### src/sv/itoa_pkg.sv
`timescale 1ns / 1ps
`default_nettype none
// ----------------------------------------------------------------------------
// itoa_pkg
// Shared types and constants of the integer to ASCII formatter.
// ----------------------------------------------------------------------------
package itoa_pkg;

  localparam int MaxWidthDefault = 64;

  localparam logic [2:0] RADIX_DEC = 3'd0;
  localparam logic [2:0] RADIX_BIN = 3'd1;
  localparam logic [2:0] RADIX_OCT = 3'd2;
  localparam logic [2:0] RADIX_HEXL = 3'd3;
  localparam logic [2:0] RADIX_HEXU = 3'd4;

  localparam logic [2:0] REG_RADIX = 3'd0;
  localparam logic [2:0] REG_PREFIX = 3'd1;
  localparam logic [2:0] REG_PAD = 3'd2;
  localparam logic [2:0] REG_NATURAL = 3'd3;
  localparam logic [2:0] REG_FILL = 3'd4;
  localparam logic [2:0] REG_GROUP = 3'd5;

  typedef enum logic [1:0] {
    ST_IDLE,
    ST_EXTRACT,
    ST_EMIT
  } state_t;

  // Emission sequence phases.
  typedef enum logic [2:0] {
    PH_IDLE,
    PH_PREP,
    PH_SIGN,
    PH_PRE0,
    PH_PRE1,
    PH_FILL,
    PH_DIGIT,
    PH_SEP
  } phase_t;

  typedef struct packed {
    logic load;
    logic step;
    logic emit_start;
    logic emit;
  } ctrl_t;

  typedef struct packed {
    logic extract_done;
    logic emit_done;
  } status_t;

  function automatic logic [6:0] natural_digits(input logic [2:0] kind,
                                                input logic [1:0] sz);
    logic [6:0] r;
    r = 7'd0;
    unique case (kind)
      RADIX_BIN: begin
        unique case (sz)
          2'd0: r = 7'd8;
          2'd1: r = 7'd16;
          2'd2: r = 7'd32;
          default: r = 7'd64;
        endcase
      end
      RADIX_OCT: begin
        unique case (sz)
          2'd0: r = 7'd3;
          2'd1: r = 7'd6;
          2'd2: r = 7'd11;
          default: r = 7'd22;
        endcase
      end
      RADIX_HEXL, RADIX_HEXU: begin
        unique case (sz)
          2'd0: r = 7'd2;
          2'd1: r = 7'd4;
          2'd2: r = 7'd8;
          default: r = 7'd16;
        endcase
      end
      default: begin
        unique case (sz)
          2'd0: r = 7'd3;
          2'd1: r = 7'd5;
          2'd2: r = 7'd10;
          default: r = 7'd20;
        endcase
      end
    endcase
    return r;
  endfunction

  function automatic logic [7:0] digit_char(input logic [3:0] d, input logic upper);
    if (d < 4'd10) begin
      return 8'h30 + {4'd0, d};
    end
    return (upper ? 8'h41 : 8'h61) + {4'd0, d} - 8'd10;
  endfunction

endpackage
`default_nettype wire

### src/sv/itoa_ctrl.sv
`timescale 1ns / 1ps
`default_nettype none
// ----------------------------------------------------------------------------
// itoa_ctrl
// Sequencer: extraction pass, then emission pass.
// ----------------------------------------------------------------------------
module itoa_ctrl (
  input  wire logic              clk,
  input  wire logic              rst,
  input  wire logic              start,
  input  wire itoa_pkg::status_t status,
  output itoa_pkg::ctrl_t        ctrl,
  output logic                   busy
);
  import itoa_pkg::*;

  state_t state, state_next;

  always_ff @(posedge clk) begin
    if (rst) begin
      state <= ST_IDLE;
    end else begin
      state <= state_next;
    end
  end

  always_comb begin
    state_next = state;
    unique case (state)
      ST_IDLE: if (start) state_next = ST_EXTRACT;
      ST_EXTRACT: if (status.extract_done) state_next = ST_EMIT;
      ST_EMIT: if (status.emit_done) state_next = ST_IDLE;
      default: state_next = ST_IDLE;
    endcase
  end

  always_comb begin
    ctrl = '0;
    busy = (state != ST_IDLE);
    unique case (state)
      ST_IDLE: ctrl.load = start;
      ST_EXTRACT: begin
        ctrl.step = 1'b1;
        ctrl.emit_start = status.extract_done;
      end
      ST_EMIT: ctrl.emit = 1'b1;
      default: ctrl = '0;
    endcase
  end
endmodule
`default_nettype wire

### config.mk
export PLATFORM = sky130hd
export DESIGN_NAME = itoa_ctrl
export DESIGN_NICKNAME = d
export VERILOG_FILES = /design/src/sv/itoa_pkg.sv /design/src/sv/itoa_ctrl.sv
export SDC_FILE = /design/constraint.sdc
export NUM_CORES = 1
export LEC_CHECK = 0
export BUFFER_PORTS_ARGS = -buffer_cell sky130_fd_sc_hd__buf_2
export CELL_PAD_IN_SITES_DETAIL_PLACEMENT = 1
export CELL_PAD_IN_SITES_GLOBAL_PLACEMENT = 1
export CORE_AREA = 8 8 45 47
export CTS_CLUSTER_SIZE = 10
export DETAILED_ROUTE_END_ITERATION = 6
export DIE_AREA = 0 0 53 55
export HOLD_SLACK_MARGIN = 0.05
export PLACE_DENSITY = 0.36
export SETUP_SLACK_MARGIN = 0.05
export SLEW_MARGIN = 10
export SYNTH_ARGS = -nofsm -noshare
export SYNTH_HDL_FRONTEND = slang
export SYNTH_SLANG_ARGS = --single-unit
export TNS_END_PERCENT = 1
### constraint.sdc
create_clock -name clk -period 2.4 [get_ports clk]
set_input_delay 0.12 -clock clk [delete_from_list [all_inputs] [get_ports clk]]
set_output_delay 0.12 -clock clk [all_outputs]
set_load 0.05 [all_outputs]
* Yosys cells after proc, flatten, opt, wreduce, memory -nomap -nowiden *
Index checks and enable logic that the tools add are counted.

storage, ports and cells
  register bits = 2
  bits of input ports = 5
  output and inout bits = 5
  word-level logic and storage cells = 16

cells by class
  equality and inequality tests = 5
  muxes and demuxes = 7
  reduce and logical (&&, ||, !) cells = 3

operator list
  operator            count
  $mux 2              4
  $ne 2x2->1 const B  3
  $pmux 2 s3          1
  $reduce_and 3->1    1
  $eq 2x1->1 const B  1
  $eq 2x2->1 const B  1
  $logic_not 2->1     1
  $mux 1              2
  $reduce_bool 2->1   1

* Longest topological paths before layout *
  depth after elaboration = 3
  depth in mapped cells = 2
  depth with buffers taken out = 2

* Worst setup path after synthesis *
Ideal clock, no wire load.

  path kind = flip-flop to output port
  start = register state[1]
  end = output ctrl[3] (netlist name)
  arrival time = 1.467 ns
  required time = 2.280 ns
  slack = 0.813 ns
  cell stages (with the launch flop) = 3
  path buffers = 0
  cells stage by stage = dfxtp_1 or2_1 nor2_1

RTL lines
  what                    line             RTL
  start, declared         itoa_ctrl.sv:17  state_t state, state_next;
  start signal, assigned  itoa_ctrl.sv:23  state <= state_next;
  end, declared           itoa_ctrl.sv:12  output itoa_pkg::ctrl_t ctrl,

==> load_flow_metrics.sql <==
INSERT INTO impl_metrics (metric_group, metric, value, unit) VALUES
('global_route', 'grt_pass1_vias', '144', ''),
('timing', 'final-setup-viol-count', '0', ''),
('placement', 'place_hpwl', '325', 'um'),
('clock_network', 'insertion_delay', '0.22', 'ns'),
('clock_network', 'clock_path_buffers', '2', ''),
('logic_synthesis', 'synth.yosys.seq_area_share', '35.6', '%'),
('clock_network', 'hold_fix_buffers_cts', '0', ''),
('timing', 'fmaxAchievable', '781', 'MHz'),
('critical_path', 'worst_setup_path_end_kind', 'primary output', ''),
('routing', 'count_of_antenna_violating_nets_left_after_detailed_routing', '0', ''),
('timing', 'final.period_utilization', '53.4', '%'),
('routing', 'drt_met1_wl', '152', 'um'),
('logic_synthesis', 'number_of_distinct_library_cells_after_synthesis', '10', ''),
('cells_and_area', 'n_fill_cell', '173', ''),
('routing', 'topRoutingLayerUsed', 'met3', ''),
('power_and_ir_drop', 'combinationalPowerShare', '28.1', '%'),
('power_and_ir_drop', 'static-leakage-power', '0.000107', 'uW'),
('logic_synthesis', 'syn-mean-instance-area', '8.04', 'sq um'),
('routing', 'remaining_drc_errors', '0', ''),
('global_route', 'grt_usage', '3.22', '%'),
('clock_network', 'clock_tree.htree_level_count', '1', ''),
('logic_synthesis', 'synth.area.top_cells', 'sky130_fd_sc_hd__dfxtp_1 36%, sky130_fd_sc_hd__nand2b_1 11%, sky130_fd_sc_hd__a32o_1 8.9%', ''),
('power_and_ir_drop', 'clkPwrFrac', '47.3', '%'),
('power_and_ir_drop', 'power_per_cell_area', '764', 'nW/um^2'),
('routing', 'vias_per_cell', '3.33', ''),
('logic_synthesis', 'post_synth_most_frequent_cells', '2 x sky130_fd_sc_hd__dfxtp_1, 2 x sky130_fd_sc_hd__inv_1, 2 x sky130_fd_sc_hd__nand2b_1, 2 x sky130_fd_sc_hd__nor2_1', ''),
('clock_network', 'cts.root.buffer_cell', 'sky130_fd_sc_hd__clkbuf_4', ''),
('clock_network', 'clock_tree_from_tritoncts', 'done', ''),
('clock_network', 'cts.clk_slew.worst_paths', '0.03', 'ns'),
('cells_and_area', 'n_antenna_cell', '0', ''),
('die', 'die_x', '53', 'um'),
('logic_synthesis', 'yosysTopAreaCell', 'sky130_fd_sc_hd__dfxtp_1', ''),
('outcome', 'run_status', 'complete, no violations', ''),
('logic_synthesis', 'synth-edff-count', '0', ''),
('routing', 'dr_total_vias', '140', ''),
('logic_synthesis', 'synthesized_instance_count', '14', ''),
('timing', 'clock_skew', '0.00335', 'ns'),
('power_and_ir_drop', 'internal-power', '103', 'uW'),
('global_route', 'grt_first_pass_wirelength', '600', 'um'),
('die', 'floorplan.die_area', '2920', 'sq um'),
('logic_synthesis', 'postSynthRegisterBits', '2', ''),
('critical_path', 'critPathKind', 'flip-flop to primary output', ''),
('routing', 'wl_met2', '125', 'um'),
('global_route', 'antenna_found_initial', '0', ''),
('critical_path', 'timing.critical_path.from_type', 'flip-flop', ''),
('cells_and_area', 'biggestRegsByFlops', 'state x2', ''),
('timing', 'report.final.hold_viol_count', '0', ''),
('logic_synthesis', 'postSynth.topFlopCell', 'sky130_fd_sc_hd__dfxtp_1', ''),
('die', 'floorplan.initialDensity', '8.14', '%'),
('timing', 'report.final.slew_viol_count', '0', ''),
('timing', 'grt_setup_unrepaired', 'false', ''),
('cells_and_area', 'drive_gt1_share', '50.0', '%'),
('cells_and_area', 'num-nets-final', '33', ''),
('power_and_ir_drop', 'seq_power_share', '24.6', '%'),
('die', 'boundaryPins', '10', ''),
('critical_path', 'worst_ep_arrival_time', '1.16', 'ns'),
('timing', 'worst_slew_margin_rel', '83.2', '%'),
('cells_and_area', 'largest-register', 'state', ''),
('cells_and_area', 'utilization', '14.5', '%'),
('placement', 'placement.io_buffers', '9', ''),
('routing', 'dr.first_iter.drc_count', '1', ''),
('logic_synthesis', 'synth-warning-count', '0', ''),
('cells_and_area', 'number_of_flip_flops_in_the_largest_register', '2', ''),
('cells_and_area', 'layout-area-overhead-vs-synth', '77.8', '%'),
('power_and_ir_drop', 'sw_frac_of_total', '32.9', '%'),
('logic_synthesis', 'async_flop_share', '0', '%'),
('logic_synthesis', 'synth_largest_type_area_fraction', '35.6', '%'),
('logic_synthesis', 'synth.cell_area', '113', 'sq um'),
('critical_path', 'worstPathRequired', '2.28', 'ns'),
('clock_network', 'cts_buffers', '3', ''),
('die', 'core-area', '1380', 'sq um');
[through the flow]
step / cells / hold slack [ns] / instance area (sq um) / power (uW)
floorplan: 14 / 0.193 / 113 / 69.7
global placement: 39 / 0.330 / 178 / 81.9
finish: 42 / 0.0960 / 200 / 153
detailed placement: 39 / 0.326 / 178 / 81.7
CTS: 42 / 0.0879 / 200 / 159
global route: 42 / 0.0864 / 200 / 167
[cell families (layout without fill, tap and decap cells)]
logic type / count (synthesis) / count (layout) / share of synthesized area, %
buffers and inverters: 2 / 14 / 6.67
DFF: 2 / 2 / 35.6
AOI/OAI and AO/OA: 2 / 2 / 15.6
and+or+nand+nor: 8 / 8 / 42.2
[worst paths after layout]
check                           cells past startpoint                   from  slack (ns)                     to
worst max-delay path                                3  state[0]$_SDFFE_PP0P_        1.12                ctrl[1]
worst min register to register                      1  state[1]$_SDFFE_PP0P_        0.47  state[0]$_SDFFE_PP0P_
worst max register to register                      2  state[0]$_SDFFE_PP0P_        1.53  state[1]$_SDFFE_PP0P_
worst min-delay path                                2                    rst         0.1  state[0]$_SDFFE_PP0P_
[power groups by stage]
stage / registers, uW / logic, uW / clock network (uW)
6_report: 37.7 / 43.0 / 72.3
5_1_grt: 38.0 / 45.5 / 83.4
4_1_cts: 37.8 / 43.8 / 77.5
3_5_place_dp: 38.1 / 43.5 / 0
3_3_place_gp: 38.2 / 43.7 / 0
2_1_floorplan: 37.6 / 32.0 / 0
[routing by layer]
layer / up-vias / GRT usage [%]
met5: - / 0
met4: 0 / 2.59
li1: 71 / -
met3: 0 / 4.81
met2: 10 / 3.32
met1: 59 / 2.72
[cells in the final DEF, fill, tap and decap left out]
cell,n
sky130_fd_sc_hd__buf_2,9
sky130_fd_sc_hd__dfxtp_1,2
sky130_fd_sc_hd__a32o_1,1
sky130_fd_sc_hd__and2_1,1
sky130_fd_sc_hd__nand2b_1,2
sky130_fd_sc_hd__a211oi_1,1
sky130_fd_sc_hd__nor2b_2,1
sky130_fd_sc_hd__nor2_1,2
sky130_fd_sc_hd__clkbuf_4,3
sky130_fd_sc_hd__or2_1,1
sky130_fd_sc_hd__nor2b_1,1
sky130_fd_sc_hd__inv_1,2
[worst max-delay path, stage by stage (launching register included)]
cell and delay [ns]:
sky130_fd_sc_hd__dfxtp_1 0.36, sky130_fd_sc_hd__nor2b_2 0.20, sky130_fd_sc_hd__and2_1 0.13, sky130_fd_sc_hd__buf_2 0.25
[layout make-up]
cell class,count,area [sq um],area share (%)
Clock buffer,3,22.5,11.2
Inverter,2,7.51,3.75
Multi-Input combinational cell,10,65.1,32.5
Sequential cell,2,40.0,20.0
Tap cell,16,20.0,10.0
Timing Repair Buffer,9,45.0,22.5
(Power assumes the default switching activity.)
